**src/design/crc32bs_pkg.sv**
```systemverilog
// ----------------------------------------------------------------------------
// CRC-32 byte stream package
// Polynomial, init and output XOR constants shared by the CRC byte stream unit.
// ----------------------------------------------------------------------------
package crc32bs_pkg;

  localparam int unsigned CRC_W  = 32;
  localparam int unsigned BYTE_W = 8;

  localparam logic [CRC_W-1:0] CRC_POLY   = 32'hEDB8_8320;
  localparam logic [CRC_W-1:0] CRC_INIT   = 32'h0000_0000;
  localparam logic [CRC_W-1:0] CRC_XOROUT = 32'hFFFF_FFFF;

  typedef logic [CRC_W-1:0]  crc_t;
  typedef logic [BYTE_W-1:0] byte_t;

endpackage

```
**src/design/crc32bs_fold.sv**
```systemverilog
// ----------------------------------------------------------------------------
// CRC-32 byte fold
// Folds one byte, LSB first, into a reflected CRC-32 remainder.
// ----------------------------------------------------------------------------
module crc32bs_fold (
  input  crc32bs_pkg::crc_t  rem_in,
  input  crc32bs_pkg::byte_t data_in,
  output crc32bs_pkg::crc_t  rem_out
);

  always_comb begin
    crc32bs_pkg::crc_t r;
    r = rem_in ^ {{(crc32bs_pkg::CRC_W - crc32bs_pkg::BYTE_W){1'b0}}, data_in};
    for (int k = 0; k < crc32bs_pkg::BYTE_W; k++) begin
      if (r[0]) begin
        r = (r >> 1) ^ crc32bs_pkg::CRC_POLY;
      end else begin
        r = r >> 1;
      end
    end
    rem_out = r;
  end

endmodule

```
**src/design/crc32_byte_stream_unit.sv**
```systemverilog
// ----------------------------------------------------------------------------
// CRC-32 byte stream unit
// Reflected CRC-32 (init zero, output XOR all ones), one byte per item.
// Input reg, then result reg; the byte fold is a shallow XOR network.
// Throughput: one item per cycle while no result item waits on the output.
// Results appear only for last-byte or empty-message items.
// Reset (rst_n low, synchronous): remainder cleared, both stages empty.
// ----------------------------------------------------------------------------
module crc32_byte_stream_unit (
  input  logic                     clk,
  input  logic                     rst_n,
  input  logic                     in_valid,
  output logic                     in_ready,
  input  crc32bs_pkg::byte_t       in_data_byte,
  input  logic                     in_last_byte,
  input  logic                     in_empty_message,
  output logic                     out_valid,
  input  logic                     out_ready,
  output crc32bs_pkg::crc_t        out_crc_value
);

  // input stage
  logic               s1_valid_r;
  crc32bs_pkg::byte_t s1_data_r;
  logic               s1_last_r;
  logic               s1_empty_r;

  // state and result stage
  crc32bs_pkg::crc_t  rem_r;
  crc32bs_pkg::crc_t  rem_nxt;
  crc32bs_pkg::crc_t  fold_rem;
  logic               out_valid_r;
  crc32bs_pkg::crc_t  out_crc_r;
  crc32bs_pkg::crc_t  out_crc_nxt;

  logic s1_has_result;
  logic out_can_load;
  logic s1_adv;

  crc32bs_fold u_fold (
    .rem_in  (rem_r),
    .data_in (s1_data_r),
    .rem_out (fold_rem)
  );

  assign s1_has_result = s1_last_r | s1_empty_r;
  assign out_can_load  = ~out_valid_r | out_ready;
  // items that produce no result never wait on the output side
  assign s1_adv        = s1_valid_r & (~s1_has_result | out_can_load);
  assign in_ready      = ~s1_valid_r | s1_adv;

  always_comb begin
    if (s1_empty_r) begin
      rem_nxt     = crc32bs_pkg::CRC_INIT;
      out_crc_nxt = crc32bs_pkg::CRC_XOROUT;
    end else if (s1_last_r) begin
      rem_nxt     = crc32bs_pkg::CRC_INIT;
      out_crc_nxt = fold_rem ^ crc32bs_pkg::CRC_XOROUT;
    end else begin
      rem_nxt     = fold_rem;
      out_crc_nxt = fold_rem ^ crc32bs_pkg::CRC_XOROUT;
    end
  end

  always_ff @(posedge clk) begin
    if (!rst_n) begin
      s1_valid_r  <= 1'b0;
      rem_r       <= crc32bs_pkg::CRC_INIT;
      out_valid_r <= 1'b0;
    end else begin
      if (in_ready) begin
        s1_valid_r <= in_valid;
      end
      if (s1_adv) begin
        rem_r <= rem_nxt;
      end
      if (out_can_load) begin
        out_valid_r <= s1_adv & s1_has_result;
      end
    end
  end

  always_ff @(posedge clk) begin
    if (in_ready && in_valid) begin
      s1_data_r  <= in_data_byte;
      s1_last_r  <= in_last_byte;
      s1_empty_r <= in_empty_message;
    end
    if (s1_adv && s1_has_result) begin
      out_crc_r <= out_crc_nxt;
    end
  end

  assign out_valid     = out_valid_r;
  assign out_crc_value = out_crc_r;

  // a message end always clears the remainder
  a_clear_on_end: assert property (@(posedge clk) disable iff (!rst_n)
    (s1_adv && s1_has_result) |=> (rem_r == crc32bs_pkg::CRC_INIT))
    else $error("remainder not cleared after message end");

  // a middle byte is folded into the remainder
  a_fold_mid: assert property (@(posedge clk) disable iff (!rst_n)
    (s1_adv && !s1_has_result) |=> (rem_r == $past(fold_rem)))
    else $error("remainder not updated by middle byte");

  // a result-bearing item always lands in the result register
  a_result_load: assert property (@(posedge clk) disable iff (!rst_n)
    (s1_adv && s1_has_result) |=> (out_valid_r && out_crc_r == $past(out_crc_nxt)))
    else $error("result item lost");

  // an empty message always reports all ones
  a_empty_ones: assert property (@(posedge clk) disable iff (!rst_n)
    (s1_adv && s1_empty_r) |=> (out_crc_r == crc32bs_pkg::CRC_XOROUT))
    else $error("empty message result wrong");

endmodule

```
**config.mk**
```make
export PLATFORM = sky130hd
export DESIGN_NAME = crc32_byte_stream_unit
export DESIGN_NICKNAME = d
export VERILOG_FILES = /design/src/design/crc32bs_pkg.sv /design/src/design/crc32bs_fold.sv /design/src/design/crc32_byte_stream_unit.sv
export SDC_FILE = /design/constraint.sdc
export NUM_CORES = 1
export LEC_CHECK = 0
export BUFFER_PORTS_ARGS = -buffer_cell sky130_fd_sc_hd__buf_2
export CAP_MARGIN = 20
export CORE_MARGIN = 1
export CORE_UTILIZATION = 56
export DETAILED_ROUTE_END_ITERATION = 7
export PLACE_DENSITY = 0.82
export SYNTH_ARGS = -nofsm -noshare
export SYNTH_HDL_FRONTEND = slang
export SYNTH_SLANG_ARGS = --single-unit
```
**constraint.sdc**
```tcl
create_clock -name clk -period 3.9 [get_ports clk]
set_input_delay 0.195 -clock clk [delete_from_list [all_inputs] [get_ports clk]]
set_output_delay 0.195 -clock clk [all_outputs]
set_load 0.02 [all_outputs]
```
==> out/metrics.cfg, run 1 <==
[placement]
hpwl_um = 4320
gp_congestion = 0.797
dpl_cell_area_sq_um = 3790
io_buffers = 47
pre_cts_ws_ps = 1450

[clock_tree]
postCtsHoldBufs = 0
postCtsSetupRepairBufs = 0
cts.sinks = 76
cts-resized-gates = 0
cts.htree.levels = 3
clk_latency_ps = 350
ctsRootBufferMaster = clkbuf_8
cts.reportedPaths.clkPinSlew_ps = 70
cts_made_buffers = 9
cts_tree = yes
cts_max_path_buffers = 2

[power_and_ir_drop]
power.leakage_nw = 1.37
total_power_mw = 2.01
ir_drop_mv = 0.263
p_per_area_nw_per_um2 = 503

[die]
die_h_um = 80.9
coreArea_sq_um = 5960
rows = 28
die_w_um = 80.9
start_util_pct = 58.6
die_area_sq_um = 6550
num_io_pins = 48

[critical_path]
r2r-start = s1_empty_r$_DFFE_PP_
r2r_cells = 4
ff2ff_setup_slack_ps = 1400
required_ps = 4180
reg2reg_to = rem_r[0]$_SDFFE_PN0P_
cp-start-kind = flip-flop
cp_max_fo = 34
startpoint = s1_empty_r$_DFFE_PP_
arrival_ps = 2780
path_class = reg2reg
crit_path_end_kind = flip-flop
crit_end = rem_r[0]$_SDFFE_PN0P_

[routing]
vias_per_cell = 5.28
wl_um = 6440
wl_per_cell_um = 16.1
ant_nets = 0
drtIter0Drc = 118
drt-pass1-iter-count = 4
drc = 0
vias = 2108

[sta]
finalCriticalPeriod_ps = 2500
period_share_pct = 64.1
skew_ps = 7.17
maxSlewHeadroom_pct = 23.9
hold_slack_ps = 16.7
finalSetupTns_ps = 0
maxSlewViolCount = 0
tightest_slew_ps = 1140
setup_viol = 0
rsz0062_at_grt = false
finalHoldViolCount = 0
worst_slack_ps = 1400
fmax_mhz = 400

[logic_synthesis]
yosysTopAreaCell = edfxtp_1
synth_area_leaders = edfxtp_1 (36%), dfxtp_1 (20%), xnor2_1 (12%), a22oi_1 (5.8%), nand2b_1 (5.0%)
synth_top_area_share_pct = 36.2
syn_area_sq_um = 3490
synth_seq_cells = 76
yosys.area_share.simple_pct = 13.0
yosysSeqAreaShare_pct = 55.7
yosysUniqueCellTypes = 25
synth_nets = 286
synth_area_per_cell_sq_um = 12.8
synthAdderAreaFrac_pct = 0
synth_xor_area_share_pct = 22.7
synth_compound_gate_area_share_pct = 7.25
synth_top_family_by_area = XOR/XNOR gates
syn_inst = 272
yosys_warnings = 0
synthMuxAreaShare_pct = 0

[grt]
grt_pass1_vias = 2082
grt.overflow.total = 0
grt_first_pass_wirelength_um = 10200
grt_use_total_pct = 22.0
grt_max_degree = 36
antenna_found_initial = 0

[cells_and_area]
area_delta_synth_final_pct = 14.6
drive_gt1_share_pct = 24.7
fin_nets = 334
final_common_cell = xnor2_1
fin_area_sq_um = 4000
layout_common_cells = xnor2_1 (49), buf_2 (47), edfxtp_1 (42)
antenna_cells = 0

[outcome]
outcome = completed

[run]
cap_viol_max_count = 0

[hold_path]
min_path_type = in2reg

==> per-layer routing <==
metal | up-vias | GRT usage (%) | share of wire [%]
met3 | 10 | 4.04 | 4.6
li1 | 1012 | - | -
met4 | 0 | 11.1 | 1.4
met2 | 70 | 36.1 | 50
met5 | - | 0 | 0
met1 | 1016 | 27.8 | 44
==> worst min path at each step <==
stage	startpoint	end	slack (ps)	cells past startpoint
global placement	in_data_byte[2]	s1_data_r[2]$_DFFE_PP_	370	1
floorplan	in_data_byte[0]	s1_data_r[0]$_DFFE_PP_	290	0
detailed placement	in_data_byte[0]	s1_data_r[0]$_DFFE_PP_	370	1
global route	in_last_byte	s1_last_r$_DFFE_PP_	10	1
finish	in_last_byte	s1_last_r$_DFFE_PP_	20	1
CTS	in_data_byte[0]	s1_data_r[0]$_DFFE_PP_	5	1
==> worst max-delay path, stage by stage, from the launching register on <==
cell,delay (ps)
edfxtp_1,720
nor2_1,390
and2_1,940
a22oi_1,200
nor2b_1,170
==> through the flow <==
step                      util, %  std cells
after global placement       63.7        384
final                        67.1        399
after global routing         67.1        399
after floorplan                 -        272
after detailed placement     63.7        384
after CTS                    67.1        399
==> registers in the layout, summed over array words and instances, names as in the netlist <==
register and cells:
s1_last_r 1, s1_data_r 8, out_crc_value 32, s1_valid_r 1
rem_r 32, s1_empty_r 1, out_valid 1
==> cells in the mapped netlist <==
cell and count:
or2_2 2, nor2b_1 28, o21ai_0 4, nand3_1 1, clkbuf_1 11, xor2_2 3
inv_1 1, or2_1 3, nand2b_1 28, buf_1 1, a22oi_1 27, xnor2_1 49
o21ai_1 3, xnor3_1 2, nor2_1 3, xnor2_4 2, a21boi_0 1, nand2_1 6
xor2_4 2, and2_1 5, xor2_1 7, edfxtp_1 42, o21a_1 1, xnor2_2 6
dfxtp_1 34
==> final cells by class <==
type,count,area [sq um]
Sequential cell,76,1940
Clock inverter,5,77.6
Fill cell,444,1960
Clock buffer,10,128
Inverter,1,3.75
Multi-Input combinational cell,183,1500
Timing Repair Buffer,49,250
Tap cell,75,93.8
==> power breakdown <==
group	total [mW]	internal, mW	switching, mW
Clock	0.637	0.355	0.282
Sequential	0.926	0.904	0.0221
Combinational	0.447	0.189	0.258
Total	2.01	1.45	0.562
==> logic make-up after synthesis <==
| logic type | after synthesis |
|---|---|
| simple gates | 76 |
| xor+xnor | 71 |
| compound gates | 36 |
| buf+inv | 13 |
| flops | 76 |
(Power assumes the default switching activity.)
==> inputs of run 2 (changes only) <==
==> constraint.sdc (replaced) <==
create_clock -name clk -period 2.5 [get_ports clk]
set_input_delay 0.125 -clock clk [delete_from_list [all_inputs] [get_ports clk]]
set_output_delay 0.125 -clock clk [all_outputs]
set_load 0.02 [all_outputs]
==> run 2 against run 1 <==
Effect of this change: die area did not move; worst hold slack got worse by 5.5 ps; maximum frequency up 12%; flip-flop and latch count unchanged; clock-buffer cell count decreased by 1; non-clock buffer count rose by 19; via count is 0.43% higher; worst setup slack worse by 1100 ps; largest cell class unchanged; highest routed layer unchanged.
==> out/metrics.cfg, run 2 (synthesis results as in run 1) <==
[routing]
drc = 0
drt-pass1-iter-count = 5
wl_um = 6650
ant_nets = 0
vias = 2117
wl_per_cell_um = 15.9
drtIter0Drc = 124
vias_per_cell = 5.06

[critical_path]
slowest_delay_ps = 520
cp_slowest_cell = xnor2_1
path_buf_inv = 0
required_ps = 2610
crit_path_end_kind = flip-flop
arrival_ps = 2340
cp-start-kind = flip-flop
cp_max_fo = 7
path_class = reg2reg
path_delay_family = XOR/XNOR gates
crit_chain = xnor2_1, xnor2_4, xor2_4, xnor3_1, or2_1

[cells_and_area]
area_delta_synth_final_pct = 19.4
multi_input_area_sq_um = 1500
final_common_cell = xnor2_1
antenna_cells = 0
layout_common_cells = xnor2_1 (49), buf_2 (47), edfxtp_1 (42)
fin_util_pct = 69.9
nFillCells = 452
fin_nets = 353
fin_area_sq_um = 4160
register_area_sq_um = 1940
drive_gt1_share_pct = 26.2

[clock_tree]
cts.sinks = 76
cts_made_buffers = 9
cts_max_path_buffers = 2
clk_latency_ps = 350
cts.reportedPaths.clkPinSlew_ps = 70
ctsRootBufferMaster = clkbuf_8
cts.htree.levels = 3
cts_tree = yes
cts-resized-gates = 0

[sta]
finalHoldViolCount = 0
finalSetupTns_ps = 0
finalCriticalPeriod_ps = 2230
fmax_mhz = 448
setup_viol = 0
period_share_pct = 89.2
skew_ps = 6.67
tightest_slew_ps = 620
maxSlewViolCount = 0
maxSlewHeadroom_pct = 58.4
rsz0062_at_grt = false

[power_and_ir_drop]
pwr-share-clk_pct = 31.2
power_frac_seq_pct = 45.6
power.leakage_nw = 1.46
power_report.internal_total_mw = 2.28
ir_drop_mv = 0.440
p_sw_share_pct = 27.8
p_per_area_nw_per_um2 = 759
p_comb_share_pct = 23.2
switchingPower_mw = 0.878
total_power_mw = 3.16

[grt]
grt_max_degree = 36
grt.overflow.total = 0
grt_pass1_vias = 2081
grt_first_pass_wirelength_um = 10500
grt_use_total_pct = 22.8
antenna_found_initial = 0

[die]
die_h_um = 80.9
num_io_pins = 48
start_util_pct = 58.6
die_area_sq_um = 6550
rows = 28
coreArea_sq_um = 5960
die_w_um = 80.9

[placement]
hpwl_um = 4620
dpl_cell_area_sq_um = 3860
gp_congestion = 0.810
io_buffers = 47

[run]
cap_viol_max_count = 0

[hold_path]
min_path_type = in2reg

[outcome]
outcome = completed

==> run 2: metrics by stage <==
step | cells | setup WS [ps] | hold WS [ps]
after floorplan | 272 | 204 | 224
after detailed placement | 393 | 248 | 303
final | 418 | 269 | 11.2
after global placement | 393 | 361 | 301
after CTS | 418 | 244 | 10.4
after global routing | 418 | 154 | 5.94
==> run 2: per-layer routing <==
metal / track usage (%) / part of all wire [%] / vias up
met5: 0 / 0 / -
met4: 9.64 / 1.8 / 0
met3: 6.85 / 4.3 / 11
met2: 38.6 / 50 / 54
met1: 26.8 / 44 / 1001
li1: - / - / 1051
==> run 2: power groups by stage <==
stage / Clock [mW] / Combinational, mW / Sequential (mW)
6_report: 0.985 / 0.733 / 1.44
5_1_grt: 1.04 / 0.794 / 1.45
4_1_cts: 0.991 / 0.736 / 1.44
3_5_place_dp: 0 / 0.716 / 1.47
3_3_place_gp: 0 / 0.702 / 1.47
2_1_floorplan: 0 / 0.497 / 1.51
==> run 2: worst reg2reg max path, cell delays in order (launching register included) <==
cell and delay, ps:
edfxtp_1 400, xnor2_1 520, xnor2_4 270, xor2_4 230, xnor3_1 350, or2_1 210
==> run 2: area by class of cell <==
type                       instances  area share, %
timing repair buffer              68           10.0
inverter                           1         0.0901
tap                               75           2.25
multi-input combinational        183           36.1
sequential                        76           46.6
clock inverter                     6           1.92
clock buffer                       9           2.97
==> run 2: repair_timing <==
action,CTS,global route
hold buffers,10,0
buffers inserted,0,0
hold endpoints to repair,10,0
==> run 2: worst paths after layout <==
check	startpoint	to	slack, ps	cells past startpoint
max	s1_data_r[7]$_DFFE_PP_	out_crc_value[20]$_SDFFCE_PP1P_	270	5
min	in_valid	s1_valid_r$_SDFFE_PN0N_	10	2
max reg2reg	s1_data_r[7]$_DFFE_PP_	out_crc_value[20]$_SDFFCE_PP1P_	270	5
min reg2reg	rem_r[19]$_SDFFE_PN0P_	rem_r[19]$_SDFFE_PN0P_	530	2
==> inputs of run 3 (changes only) <==
--- a/config.mk
+++ b/config.mk
@@ -7,10 +7,12 @@
 export LEC_CHECK = 0
 export BUFFER_PORTS_ARGS = -buffer_cell sky130_fd_sc_hd__buf_2
 export CAP_MARGIN = 20
+export CELL_PAD_IN_SITES_DETAIL_PLACEMENT = 1
+export CELL_PAD_IN_SITES_GLOBAL_PLACEMENT = 1
 export CORE_MARGIN = 1
-export CORE_UTILIZATION = 56
+export CORE_UTILIZATION = 46
 export DETAILED_ROUTE_END_ITERATION = 7
-export PLACE_DENSITY = 0.82
+export PLACE_DENSITY = 0.83
 export SYNTH_ARGS = -nofsm -noshare
 export SYNTH_HDL_FRONTEND = slang
 export SYNTH_SLANG_ARGS = --single-unit
==> run 3 against run 2 <==
Effect of this change: global-route usage fell by 1.8 points; worst hold slack better by 18 ps; power is 1.8% higher; wire length increased by 13%; worst setup slack got worse by 86 ps; flip-flop and latch count is the same; via count increased by 4.6%; non-clock buffer count up 1.
==> out/metrics.cfg, run 3 (synthesis results as in run 1) <==
[clock_tree]
cts.sinks = 76
cts_made_buffers = 9
cts_tree = yes
ctsRootBufferMaster = clkbuf_8
cts-resized-gates = 0
cts.reportedPaths.clkPinSlew_ps = 80
cts_max_path_buffers = 2
cts.htree.levels = 3
clk_latency_ps = 360

[critical_path]
arrival_ps = 2430
required_ps = 2610
crit_path_end_kind = flip-flop
path_buf_inv = 0
path_class = reg2reg
slowest_delay_ps = 560
startpoint = s1_data_r[7]$_DFFE_PP_
crit_chain = xnor2_1, xnor2_4, xnor2_1, xnor2_1, xnor2_1, or2_1
cp-start-kind = flip-flop
cpMostUsedCell = xnor2_1
path_delay_family = XOR/XNOR gates
cp_max_fo = 7
r2r-start = s1_data_r[7]$_DFFE_PP_
cp_slowest_cell = xnor2_1

[sta]
skew_ps = 14.6
tightest_slew_ps = 666
finalSetupTns_ps = 0
period_share_pct = 92.7
finalHoldViolCount = 0
setup_viol = 0
maxSlewHeadroom_pct = 55.3
rsz0062_at_grt = false
finalCriticalPeriod_ps = 2320
fmax_mhz = 432
worst_slack_ps = 183
maxSlewViolCount = 0

[routing]
drtIter0Drc = 104
vias = 2215
drt-pass1-iter-count = 4
wl_um = 7540
drc = 0
wl_per_cell_um = 17.0
ant_nets = 0
vias_per_cell = 4.99

[cells_and_area]
multi_input_area_sq_um = 1500
drive_gt1_share_pct = 25.8
nFillCells = 769
final_common_cell = xnor2_1
layout_common_cells = xnor2_1 (49), buf_2 (47), edfxtp_1 (42)
fin_nets = 354
stdcell_count = 444
register_area_sq_um = 1940
fin_area_sq_um = 4210
antenna_cells = 0
area_delta_synth_final_pct = 20.6

[power_and_ir_drop]
ir_drop_mv = 0.320
p_per_area_nw_per_um2 = 765
power.leakage_nw = 1.46

[die]
die_w_um = 89.1
coreArea_sq_um = 7290
start_util_pct = 47.8
rows = 31
die_h_um = 89.1
die_area_sq_um = 7930
num_io_pins = 48

[grt]
grt_max_degree = 36
grt_first_pass_wirelength_um = 11800
antenna_found_initial = 0
grt_pass1_vias = 2250
grt.overflow.total = 0
grt_use_total_pct = 21.0

[placement]
dpl_cell_area_sq_um = 3900
io_buffers = 47
pre_cts_ws_ps = 263
dp_cells = 418
gp_congestion = 0.773
hpwl_um = 5120

[outcome]
outcome = completed

[hold_path]
hp-start = in_valid
min_path_type = in2reg

[run]
cap_viol_max_count = 0

[run 3: per-stage QoR]
stage / hold WS, ps / power, mW / utilization (%)
finish: 28.9 / 3.22 / 57.7
global route: 37.2 / 3.34 / 57.7
global placement: 301 / 2.19 / 53.4
floorplan: 224 / 2.01 / -
detailed placement: 303 / 2.22 / 53.4
CTS: 13.7 / 3.24 / 57.7
[run 3: path summary, 6_finish.rpt]
| path | endpoint | slack (ps) | cells after the start |
|---|---|---|---|
| hold / removal | s1_valid_r$_SDFFE_PN0N_ | 30 | 2 |
| hold reg to reg | rem_r[19]$_SDFFE_PN0P_ | 530 | 2 |
| setup reg to reg | out_crc_value[19]$_SDFFCE_PP1P_ | 180 | 6 |
| setup / recovery | out_crc_value[19]$_SDFFCE_PP1P_ | 180 | 6 |
[run 3: timing repair]
action	4_1_cts	5_1_grt
buffers inserted	0	0
endpoints found under the hold margin	10	0
hold buffers	10	0
endpoints found under the setup margin	0	0
[run 3: area by class of cell]
type                            count  area share [%]
Clock buffer                       12            3.21
Sequential cell                    76            46.2
Inverter                            1          0.0892
Tap cell                           99            2.94
Multi-Input combinational cell    183            35.7
Timing Repair Buffer               69            10.1
Clock inverter                      4            1.75
[run 3: report_power, final]
part / leakage (nW) / switching [mW] / internal (mW)
sequential: 0.652 / 0.0309 / 1.41
combinational: 0.704 / 0.429 / 0.329
clock: 0.105 / 0.455 / 0.564
[run 3: routing by layer]
layer	wire, um	vias up	global-route usage [%]
li1	-	1055	-
met3	290	14	3.97
met5	0	-	0
met4	174	0	11.4
met2	3780	60	35.4
met1	3300	1086	25.5
